**config.mk**
```make
export PLATFORM = sky130hd
export DESIGN_NAME = cuckoo_hash_insert
export DESIGN_NICKNAME = d
export VERILOG_FILES = /design/src/rtl/chm_pkg.sv /design/src/rtl/cuckoo_hash_insert.sv /design/src/rtl/chm_divmod.sv /design/src/rtl/chm_datapath.sv /design/src/rtl/chm_controller.sv
export SDC_FILE = /design/constraint.sdc
export NUM_CORES = 2
export LEC_CHECK = 0
export BUFFER_PORTS_ARGS = -buffer_cell sky130_fd_sc_hd__buf_4
export CORE_AREA = 3 3 399 401
export CTS_BUF_LIST = sky130_fd_sc_hd__clkbuf_8
export CTS_CLUSTER_SIZE = 40
export DETAILED_ROUTE_END_ITERATION = 10
export DIE_AREA = 0 0 402 404
export PLACE_DENSITY = 0.55
export SLEW_MARGIN = 10
export SYNTH_ARGS = -nofsm -noshare
export SYNTH_HDL_FRONTEND = slang
export SYNTH_SLANG_ARGS = --single-unit
```
**constraint.sdc**
```tcl
create_clock -name clk -period 12.88 [get_ports clk]
set_input_delay 0.644 -clock clk [delete_from_list [all_inputs] [get_ports clk]]
set_output_delay 0.644 -clock clk [all_outputs]
set_load 0.01 [all_outputs]
```
**src/rtl/chm_pkg.sv**
```systemverilog
// Shared types and constants for the two-table cuckoo hash insert block.
// Used by every module of the block; it depends on nothing else.
package chm_pkg;

  localparam int KEY_W          = 31;
  localparam int KICK_W         = 7;
  localparam int SIDX_W         = 10;
  localparam int STATUS_W       = 2;
  localparam int TABLE_SIZE_DEF = 11;

  localparam logic [KICK_W-1:0] KICKS_RESET = 7'd16;

  localparam logic [STATUS_W-1:0] STATUS_PLACED  = 2'd0;
  localparam logic [STATUS_W-1:0] STATUS_DROPPED = 2'd1;
  localparam logic [STATUS_W-1:0] STATUS_READ    = 2'd2;

  localparam logic CMD_INSERT  = 1'b0;
  localparam logic CMD_READ    = 1'b1;
  localparam logic TSEL_SECOND = 1'b1;

  typedef enum logic [3:0] {
    ST_CLEAR,
    ST_IDLE,
    ST_H1_GO,
    ST_H1_WAIT,
    ST_RD1,
    ST_CHK1,
    ST_H2A_GO,
    ST_H2A_WAIT,
    ST_H2B_GO,
    ST_H2B_WAIT,
    ST_RD2,
    ST_CHK2,
    ST_RD_WAIT,
    ST_RD_OUT
  } state_t;

  typedef enum logic [1:0] {
    HSRC_CUR,
    HSRC_EVICT,
    HSRC_QUOT
  } hash_src_t;

  typedef enum logic [2:0] {
    RES_NONE,
    RES_EMPTY,
    RES_PLACED,
    RES_DROP_CUR,
    RES_DROP_EVICT,
    RES_READ
  } res_kind_t;

  typedef struct packed {
    logic      clr_wr;
    logic      load;
    logic      hash_go;
    hash_src_t hash_src;
    logic      take_slot;
    logic      take_quot;
    logic      wr1;
    logic      swap1;
    logic      wr2;
    logic      swap2;
    logic      kick;
    res_kind_t res;
  } ctrl_t;

  typedef struct packed {
    logic clr_last;
    logic key_zero;
    logic hash_done;
    logic t1_empty;
    logic t2_empty;
    logic kick_limit;
  } stat_t;

endpackage

```
**src/rtl/cuckoo_hash_insert.sv**
```systemverilog
// Top level of the two-table cuckoo hash insert block.
// Depends on chm_pkg, chm_controller and chm_datapath.
//
// A request is taken when start is high and busy is low. Its single result
// appears on status, dropped_key, read_key and kick_count for one cycle with
// done high, the cycle after the request finishes, and is not held: the
// receiver must take it then. After reset a clearing pass empties both tables,
// with busy high. A slot read keeps busy high through ST_RD_WAIT and ST_RD_OUT,
// and an insert of zero does not raise busy. An insert passes ST_H1_GO,
// ST_H1_WAIT, ST_RD1 and ST_CHK1 for the first table; every displacement into
// the second table passes ST_H2A_GO to ST_CHK2, hashing twice, and every one back
// into the first table repeats ST_H1_GO to ST_CHK1. Slot numbers come from the
// four-stage constant divider, shared by both tables; table reads are registered.
module cuckoo_hash_insert
  import chm_pkg::*;
#(
  parameter int TABLE_SIZE = TABLE_SIZE_DEF
) (
  input  logic                clk,
  input  logic                rst,
  input  logic                start,
  output logic                busy,
  input  logic                command,
  input  logic [KEY_W-1:0]    key,
  input  logic                table_select,
  input  logic [SIDX_W-1:0]   slot_index,
  input  logic                cfg_write_en,
  input  logic [KICK_W-1:0]   cfg_write_data,
  output logic                done,
  output logic [STATUS_W-1:0] status,
  output logic [KEY_W-1:0]    dropped_key,
  output logic [KEY_W-1:0]    read_key,
  output logic [KICK_W-1:0]   kick_count
);

  ctrl_t cmd;
  stat_t stat;

  chm_controller u_ctrl (
    .clk    (clk),
    .rst    (rst),
    .start  (start),
    .command(command),
    .stat   (stat),
    .cmd    (cmd),
    .busy   (busy)
  );

  chm_datapath #(
    .TABLE_SIZE(TABLE_SIZE)
  ) u_dp (
    .clk           (clk),
    .rst           (rst),
    .cmd           (cmd),
    .stat          (stat),
    .key           (key),
    .table_select  (table_select),
    .slot_index    (slot_index),
    .cfg_write_en  (cfg_write_en),
    .cfg_write_data(cfg_write_data),
    .done          (done),
    .status        (status),
    .dropped_key   (dropped_key),
    .read_key      (read_key),
    .kick_count    (kick_count)
  );

endmodule

```
**src/rtl/chm_divmod.sv**
```systemverilog
// Four-stage pipelined divider by the constant table size, giving quotient and remainder.
// Uses a reciprocal multiply with one correction step; depends on chm_pkg.
module chm_divmod
  import chm_pkg::*;
#(
  parameter int TABLE_SIZE = TABLE_SIZE_DEF
) (
  input  logic                          clk,
  input  logic                          rst,
  input  logic                          go,
  input  logic [KEY_W-1:0]              x,
  output logic                          valid,
  output logic [KEY_W-1:0]              quot,
  output logic [$clog2(TABLE_SIZE)-1:0] rem
);

  localparam int IDX_W = $clog2(TABLE_SIZE);
  localparam int SHIFT = KEY_W + $clog2(TABLE_SIZE + 1) - 1;
  localparam logic [63:0] RECIP_FULL = (64'd1 << SHIFT) / TABLE_SIZE;
  localparam logic [31:0] RECIP = RECIP_FULL[31:0];
  localparam logic [KEY_W-1:0] DIVISOR = KEY_W'(TABLE_SIZE);

  logic [2:0]       v;
  logic [63:0]      p1;
  logic [KEY_W-1:0] x1, x2, x3;
  logic [KEY_W-1:0] qe2, qe3;
  logic [KEY_W-1:0] pq3;
  logic [KEY_W-1:0] r;

  always_ff @(posedge clk) begin
    if (rst) begin
      v     <= '0;
      valid <= 1'b0;
    end else begin
      v     <= {v[1:0], go};
      valid <= v[2];
    end
  end

  assign r = x3 - pq3;

  always_ff @(posedge clk) begin
    p1  <= {33'd0, x} * {32'd0, RECIP};
    x1  <= x;
    qe2 <= KEY_W'(p1 >> SHIFT);
    x2  <= x1;
    pq3 <= qe2 * DIVISOR;
    qe3 <= qe2;
    x3  <= x2;
    if (r >= DIVISOR) begin
      rem  <= IDX_W'(r - DIVISOR);
      quot <= qe3 + KEY_W'(1);
    end else begin
      rem  <= IDX_W'(r);
      quot <= qe3;
    end
  end

endmodule

```
**src/rtl/chm_datapath.sv**
```systemverilog
// Datapath of the cuckoo hash block: both tables, key registers, kick counter and result registers.
// Depends on chm_pkg and chm_divmod; driven by chm_controller commands.
module chm_datapath
  import chm_pkg::*;
#(
  parameter int TABLE_SIZE = TABLE_SIZE_DEF
) (
  input  logic                clk,
  input  logic                rst,
  input  ctrl_t               cmd,
  output stat_t               stat,
  input  logic [KEY_W-1:0]    key,
  input  logic                table_select,
  input  logic [SIDX_W-1:0]   slot_index,
  input  logic                cfg_write_en,
  input  logic [KICK_W-1:0]   cfg_write_data,
  output logic                done,
  output logic [STATUS_W-1:0] status,
  output logic [KEY_W-1:0]    dropped_key,
  output logic [KEY_W-1:0]    read_key,
  output logic [KICK_W-1:0]   kick_count
);

  localparam int IDX_W = $clog2(TABLE_SIZE);

  logic [KEY_W-1:0]  t1_mem [TABLE_SIZE];
  logic [KEY_W-1:0]  t2_mem [TABLE_SIZE];
  logic [KEY_W-1:0]  t1_q, t2_q;
  logic [KEY_W-1:0]  cur_key, evict_key, quot_key;
  logic [IDX_W-1:0]  slot, clr_addr;
  logic [KICK_W-1:0] kicks, max_kicks;
  logic              read_sel, read_oob;
  logic              slot_oob;

  logic [KEY_W-1:0]  hash_in, hash_quot;
  logic [IDX_W-1:0]  hash_rem;
  logic              hash_valid;

  logic [STATUS_W-1:0] status_next;
  logic [KEY_W-1:0]    dropped_next, read_next;
  logic [KICK_W-1:0]   kick_next;

  always_comb begin
    case (cmd.hash_src)
      HSRC_CUR:   hash_in = cur_key;
      HSRC_EVICT: hash_in = evict_key;
      HSRC_QUOT:  hash_in = quot_key;
      default:    hash_in = cur_key;
    endcase
  end

  chm_divmod #(
    .TABLE_SIZE(TABLE_SIZE)
  ) u_divmod (
    .clk  (clk),
    .rst  (rst),
    .go   (cmd.hash_go),
    .x    (hash_in),
    .valid(hash_valid),
    .quot (hash_quot),
    .rem  (hash_rem)
  );

  assign slot_oob = 32'(slot_index) >= 32'(TABLE_SIZE);

  always_ff @(posedge clk) begin
    if (cmd.clr_wr) begin
      t1_mem[clr_addr] <= '0;
      t2_mem[clr_addr] <= '0;
    end else begin
      if (cmd.wr1) begin
        t1_mem[slot] <= cur_key;
      end
      if (cmd.wr2) begin
        t2_mem[slot] <= evict_key;
      end
    end
    t1_q <= t1_mem[slot];
    t2_q <= t2_mem[slot];
  end

  always_ff @(posedge clk) begin
    if (rst) begin
      clr_addr  <= '0;
      max_kicks <= KICKS_RESET;
    end else begin
      if (cmd.clr_wr) begin
        clr_addr <= clr_addr + IDX_W'(1);
      end
      if (cfg_write_en) begin
        max_kicks <= cfg_write_data;
      end
    end
  end

  always_ff @(posedge clk) begin
    if (cmd.load) begin
      cur_key  <= key;
      read_sel <= table_select;
      read_oob <= slot_oob;
      slot     <= slot_oob ? '0 : slot_index[IDX_W-1:0];
    end else begin
      if (cmd.take_slot) begin
        slot <= hash_rem;
      end
      if (cmd.swap2) begin
        cur_key <= t2_q;
      end
    end
    if (cmd.take_quot) begin
      quot_key <= hash_quot;
    end
    if (cmd.swap1) begin
      evict_key <= t1_q;
    end
    if (cmd.load) begin
      kicks <= '0;
    end else if (cmd.kick) begin
      kicks <= kicks + KICK_W'(1);
    end
  end

  assign stat.clr_last   = (clr_addr == IDX_W'(TABLE_SIZE - 1));
  assign stat.key_zero   = (key == '0);
  assign stat.hash_done  = hash_valid;
  assign stat.t1_empty   = (t1_q == '0);
  assign stat.t2_empty   = (t2_q == '0);
  assign stat.kick_limit = (kicks >= max_kicks);

  always_comb begin
    status_next  = STATUS_PLACED;
    dropped_next = '0;
    read_next    = '0;
    kick_next    = '0;
    case (cmd.res)
      RES_PLACED: begin
        kick_next = kicks;
      end
      RES_DROP_CUR: begin
        status_next  = STATUS_DROPPED;
        dropped_next = cur_key;
        kick_next    = kicks;
      end
      RES_DROP_EVICT: begin
        status_next  = STATUS_DROPPED;
        dropped_next = evict_key;
        kick_next    = kicks;
      end
      RES_READ: begin
        status_next = STATUS_READ;
        if (!read_oob) begin
          read_next = (read_sel == TSEL_SECOND) ? t2_q : t1_q;
        end
      end
      default: begin
        status_next = STATUS_PLACED;
      end
    endcase
  end

  always_ff @(posedge clk) begin
    if (rst) begin
      done <= 1'b0;
    end else begin
      done <= (cmd.res != RES_NONE);
    end
  end

  always_ff @(posedge clk) begin
    if (cmd.res != RES_NONE) begin
      status      <= status_next;
      dropped_key <= dropped_next;
      read_key    <= read_next;
      kick_count  <= kick_next;
    end
  end

  // A reported result is consistent with its status.
  a_placed_clean: assert property (@(posedge clk) disable iff (rst)
    done && status == STATUS_PLACED |-> dropped_key == '0 && read_key == '0)
    else $error("placed result carries key data");

  a_read_no_kicks: assert property (@(posedge clk) disable iff (rst)
    done && status == STATUS_READ |-> kick_count == '0 && dropped_key == '0)
    else $error("read result carries insert data");

  a_dropped_nonzero: assert property (@(posedge clk) disable iff (rst)
    done && status == STATUS_DROPPED |-> dropped_key != '0)
    else $error("dropped key is an empty slot value");

endmodule

```
**src/rtl/chm_controller.sv**
```systemverilog
// Controller state machine of the cuckoo hash block: clearing pass, insert chain and slot reads.
// Depends on chm_pkg; commands chm_datapath through ctrl_t and watches stat_t.
module chm_controller
  import chm_pkg::*;
(
  input  logic  clk,
  input  logic  rst,
  input  logic  start,
  input  logic  command,
  input  stat_t stat,
  output ctrl_t cmd,
  output logic  busy
);

  state_t state, state_next;

  always_ff @(posedge clk) begin
    if (rst) begin
      state <= ST_CLEAR;
    end else begin
      state <= state_next;
    end
  end

  always_comb begin
    state_next = state;
    case (state)
      ST_CLEAR: begin
        if (stat.clr_last) state_next = ST_IDLE;
      end
      ST_IDLE: begin
        if (start) begin
          if (command == CMD_READ) begin
            state_next = ST_RD_WAIT;
          end else if (!stat.key_zero) begin
            state_next = ST_H1_GO;
          end
        end
      end
      ST_H1_GO:    state_next = ST_H1_WAIT;
      ST_H1_WAIT: begin
        if (stat.hash_done) state_next = ST_RD1;
      end
      ST_RD1:      state_next = ST_CHK1;
      ST_CHK1: begin
        if (stat.t1_empty || stat.kick_limit) begin
          state_next = ST_IDLE;
        end else begin
          state_next = ST_H2A_GO;
        end
      end
      ST_H2A_GO:   state_next = ST_H2A_WAIT;
      ST_H2A_WAIT: begin
        if (stat.hash_done) state_next = ST_H2B_GO;
      end
      ST_H2B_GO:   state_next = ST_H2B_WAIT;
      ST_H2B_WAIT: begin
        if (stat.hash_done) state_next = ST_RD2;
      end
      ST_RD2:      state_next = ST_CHK2;
      ST_CHK2: begin
        if (stat.t2_empty || stat.kick_limit) begin
          state_next = ST_IDLE;
        end else begin
          state_next = ST_H1_GO;
        end
      end
      ST_RD_WAIT:  state_next = ST_RD_OUT;
      ST_RD_OUT:   state_next = ST_IDLE;
      default:     state_next = ST_CLEAR;
    endcase
  end

  always_comb begin
    cmd          = '0;
    cmd.hash_src = HSRC_CUR;
    cmd.res      = RES_NONE;
    busy         = (state != ST_IDLE);
    case (state)
      ST_CLEAR: begin
        cmd.clr_wr = 1'b1;
      end
      ST_IDLE: begin
        if (start) begin
          if (command == CMD_READ || !stat.key_zero) begin
            cmd.load = 1'b1;
          end else begin
            cmd.res = RES_EMPTY;
          end
        end
      end
      ST_H1_GO: begin
        cmd.hash_go  = 1'b1;
        cmd.hash_src = HSRC_CUR;
      end
      ST_H1_WAIT: begin
        cmd.take_slot = stat.hash_done;
      end
      ST_CHK1: begin
        if (stat.t1_empty) begin
          cmd.wr1 = 1'b1;
          cmd.res = RES_PLACED;
        end else if (stat.kick_limit) begin
          cmd.res = RES_DROP_CUR;
        end else begin
          cmd.wr1   = 1'b1;
          cmd.swap1 = 1'b1;
          cmd.kick  = 1'b1;
        end
      end
      ST_H2A_GO: begin
        cmd.hash_go  = 1'b1;
        cmd.hash_src = HSRC_EVICT;
      end
      ST_H2A_WAIT: begin
        cmd.take_quot = stat.hash_done;
      end
      ST_H2B_GO: begin
        cmd.hash_go  = 1'b1;
        cmd.hash_src = HSRC_QUOT;
      end
      ST_H2B_WAIT: begin
        cmd.take_slot = stat.hash_done;
      end
      ST_CHK2: begin
        if (stat.t2_empty) begin
          cmd.wr2 = 1'b1;
          cmd.res = RES_PLACED;
        end else if (stat.kick_limit) begin
          cmd.res = RES_DROP_EVICT;
        end else begin
          cmd.wr2   = 1'b1;
          cmd.swap2 = 1'b1;
          cmd.kick  = 1'b1;
        end
      end
      ST_RD_OUT: begin
        cmd.res = RES_READ;
      end
      default: begin
        cmd.hash_src = HSRC_CUR;
      end
    endcase
  end

  // The divider only answers while the controller is waiting for it.
  a_hash_expected: assert property (@(posedge clk) disable iff (rst)
    stat.hash_done |->
      state == ST_H1_WAIT || state == ST_H2A_WAIT || state == ST_H2B_WAIT)
    else $error("divider result arrived outside a wait state");

  // An accepted request either starts work or is answered at once.
  a_accept_acts: assert property (@(posedge clk) disable iff (rst)
    state == ST_IDLE && start |-> cmd.load || cmd.res == RES_EMPTY)
    else $error("accepted request produced no action");

  a_one_table_write: assert property (@(posedge clk) disable iff (rst)
    cmd.clr_wr |-> !cmd.wr1 && !cmd.wr2 && state == ST_CLEAR)
    else $error("table write during clearing pass");

endmodule
```
==> impl_metrics.env <==
export IMPL_tns_ps=0
export IMPL_nets=5900
export IMPL_die_area_sq_mm=0.162
export IMPL_num_rows=145
export IMPL_grt_first_pass_wirelength_mm=254
export IMPL_synth_cells=4677
export IMPL_yosys_register_bits=1179
export IMPL_io_pins=127
export IMPL_num_vias=36738
export IMPL_cpPeakStageDelay_ps=730
export IMPL_busiest_layer="met2"
export IMPL_critPathRequiredTime_ps=13670
export IMPL_cts_sinks=1179
export IMPL_status="finished, final reports clean"
export IMPL_synth_distinct_cells=73
export IMPL_rsz0062_at_grt="no"
export IMPL_grt_pass1_vias=38331
export IMPL_postCtsSetupBuffers=0
export IMPL_gr_usage_met1_pct=28.3
export IMPL_synth_xor_area_share_pct=1.70
export IMPL_arrival_ps=11520
export IMPL_h_tree_depth=4
export IMPL_root_buffer="clkbuf_8"
export IMPL_wl_per_cell_um=24.0
export IMPL_cts_resized_gates=0
export IMPL_wl_mm=172
export IMPL_clk_pin_slew_ps=70
export IMPL_path_max_fanout=33
export IMPL_drtIter0Drc=2473
export IMPL_fp_coreArea_sq_mm=0.156
export IMPL_fmax_mhz=93.2
export IMPL_grt_start_max_net_pins=143
export IMPL_synth_edff_count=850
export IMPL_async_reset_ff_share_pct=0
export IMPL_min_path_type="input port to flop"
export IMPL_final_max_slew_viol_count=0
export IMPL_area_growth_pct=12.4
export IMPL_antenna_found_initial=5
export IMPL_first_pass_iters=5
export IMPL_worst_path_most_repeated_cell="fa_1"
export IMPL_drv_cap=0
export IMPL_hpwl_mm=122
export IMPL_relSlewSlack_pct=17.4
export IMPL_cts_buffers=181
export IMPL_clk_insertion_delay_late_ps=890
export IMPL_hold_viol_final=0
export IMPL_ys_warnings_count=0
export IMPL_gp_congestion=0.925
export IMPL_synth_top_family_by_area="adder cells"
export IMPL_path_class="flop to flop"
export IMPL_cp_end_kind="flop"
export IMPL_synthMuxAreaShare_pct=7.22
export IMPL_slowest_stage="ha_2"
export IMPL_ys_seq_area_share_pct=51.6
export IMPL_fin_crit_ps=10730
export IMPL_drc=0
export IMPL_start_util_pct=39.9
export IMPL_grt_use_met3_pct=3.86
export IMPL_grt_met2_usage_pct=35.9
export IMPL_tightestPinTransition_ps=1240
export IMPL_skew_ps=51.9
export IMPL_fin_crit_sh_pct=83.3
export IMPL_die_h_um=404
export IMPL_setup_viol=0
export IMPL_yosys_area_share_adder_pct=23.0
export IMPL_viasPerCell=5.13
export IMPL_avgSynthCellArea_sq_um=13.3
export IMPL_grt_overflow_total=0
export IMPL_io_buffer_count=126
export IMPL_drive_above_1_share_pct=12.2
export IMPL_antenna_left=0
export IMPL_die_width_um=402
export IMPL_synth_compound_area_share_pct=5.33
export IMPL_netlist_area_sq_mm=0.0622
export IMPL_cts_path_max_buffers=3
export IMPL_startpoint_type="flop"
export IMPL_whs_ps=80.3
export IMPL_synth_top_flop_cell="edfxtp_1"
export IMPL_yosys_area_share_simple_pct=5.76
export IMPL_track_usage_pct=21.3
export IMPL_cts_tree="yes"
export IMPL_synth_nets=5635
-- synthesized netlist by cell type (4+ instances only) --
| cell type | n | share of area, % |
|---|---|---|
| ha_1 | 508 | 10 |
| nor3_1 | 31 | 0.25 |
| nand4_1 | 36 | 0.36 |
| inv_1 | 760 | 4.6 |
| o31ai_1 | 9 | 0.11 |
| nand2_1 | 289 | 1.7 |
| edfxtp_1 | 850 | 41 |
| fa_1 | 396 | 13 |
| o21ai_1 | 7 | 0.056 |
| mux4_2 | 124 | 4.5 |
| a211o_1 | 5 | 0.070 |
| buf_1 | 32 | 0.19 |
| o21bai_1 | 19 | 0.23 |
| clkbuf_1 | 98 | 0.59 |
| o2111ai_1 | 5 | 0.070 |
| buf_2 | 7 | 0.056 |
| nor4_1 | 27 | 0.27 |
| nor2_1 | 173 | 1.0 |
| a22oi_1 | 31 | 0.37 |
| nor2b_1 | 17 | 0.17 |
| a32oi_1 | 4 | 0.056 |
| dfxtp_1 | 329 | 11 |
| a21o_1 | 46 | 0.56 |
| and3_1 | 17 | 0.17 |
| nor3b_1 | 5 | 0.060 |
| nand2b_1 | 11 | 0.11 |
| nand3_1 | 38 | 0.31 |
| mux2i_1 | 167 | 2.7 |
| and2_1 | 81 | 0.81 |
| o21ai_0 | 168 | 1.4 |
| xnor2_1 | 90 | 1.3 |
| o211ai_1 | 9 | 0.11 |
| a21oi_1 | 102 | 0.82 |
| a211oi_1 | 18 | 0.22 |
| or3_1 | 5 | 0.050 |
| and4_1 | 5 | 0.070 |
| or2_2 | 10 | 0.10 |
| o21a_1 | 21 | 0.25 |
| a31oi_1 | 15 | 0.15 |
| a22o_1 | 32 | 0.45 |
| xor2_1 | 31 | 0.44 |
-- placed cells by master (no fill, tap or decap), drive strengths merged, types with 19 or more instances in the layout --
cell type,instances
edfxtp,850
mux2i,167
nand4,36
xnor2,90
clkinv,45
o21a,21
xor2,31
inv,831
o21bai,19
buf,194
dfxtp,329
fa,396
nor2,174
clkbuf,211
a21oi,104
nor4,27
a22oi,31
nor3,31
dlygate4sd3,25
o21ai,176
and2,81
nand3,38
a22o,32
ha,508
a21o,46
nand2,289
mux4,124
-- state kept, by name, summed over array words and instances (netlist names), 4 cells and up --
| name | count |
|---|---|
| u_dp.u_divmod.x2 | 31 |
| u_dp.t2_mem | 341 |
| u_dp.u_divmod.qe2 | 28 |
| u_dp.u_divmod.qe3 | 27 |
| u_dp.u_divmod.pq3 | 31 |
| u_dp.max_kicks | 7 |
| u_dp.clr_addr | 4 |
| u_dp.dropped_key | 31 |
| u_dp.u_divmod.x1 | 31 |
| u_ctrl.state | 4 |
| u_dp.kicks | 7 |
| u_dp.t1_mem | 341 |
| u_dp.quot_key | 29 |
| u_dp.cur_key | 31 |
| u_dp.u_divmod.rem | 4 |
| u_dp.slot | 4 |
| u_dp.t1_q | 31 |
| u_dp.kick_count | 7 |
| u_dp.u_divmod.p1 | 28 |
| u_dp.evict_key | 31 |
| u_dp.read_key | 31 |
| u_dp.u_divmod.x3 | 31 |
| u_dp.t2_q | 31 |
| u_dp.u_divmod.quot | 29 |
-- through the flow --
stage / instances / util (%) / setup WS [ps] / area, sq um
after floorplan: 4677 / - / 3450 / 62200
after detailed placement: 6792 / 42.3 / 2290 / 66000
after global routing: 7153 / 44.8 / 1530 / 69900
after global placement: 6792 / 42.3 / 2360 / 66000
final: 7158 / 44.8 / 2150 / 69900
after CTS: 7152 / 44.8 / 2250 / 69900
-- worst max-delay path: cells and delay by family, from the launching register on --
family	cells	cell delay (ps)
simple gates	7	1760
xor+xnor	2	470
compound gates	9	2580
buf+inv	4	1120
flops	1	450
fa+ha+maj	10	4260
-- routing by layer --
layer	part of all wire, %	up-vias
met3	5.7	217
met5	0.0064	-
li1	-	16783
met2	49	1044
met4	2.5	2
met1	43	18692
-- cell families after synthesis --
family | Yosys count
buffers and inverters | 897
XOR/XNOR | 121
flip-flops | 1179
AND/OR/NAND/NOR | 762
adder cells (fa/ha/maj) | 904
multiplexers | 293
AO/OA/AOI/OAI | 521
-- path summary, 6_finish.rpt --
path	startpoint	end	slack, ps	depth (start not counted)
worst min register to register	u_dp.u_divmod.p1[46]	u_dp.u_divmod.qe2[12]	320	0
worst min-delay path	key[19]	u_dp.cur_key[19]	80	3
worst max register to register	u_ctrl.state[1]	u_dp.u_divmod.p1[48]	2150	32
worst max-delay path	u_ctrl.state[1]	u_dp.u_divmod.p1[48]	2150	32
-- what timing repair did --
item,4_1_cts,5_1_grt
endpoints found under the setup margin,0,0
hold buffers,25,0
endpoints found under the hold margin,24,0
-- area by class of cell --
class / count / area, sq um
sequential: 1179 / 32100
multi-input combinational: 2601 / 27000
clock buffer: 211 / 2900
inverter: 760 / 2850
fill: 14275 / 86100
tap: 2058 / 2570
antenna: 6 / 15.0
clock inverter: 124 / 708
timing repair buffer: 219 / 1740
Power is not shown: default switching activity piles up to over one toggle a cycle in this logic, so the estimate is an artifact.
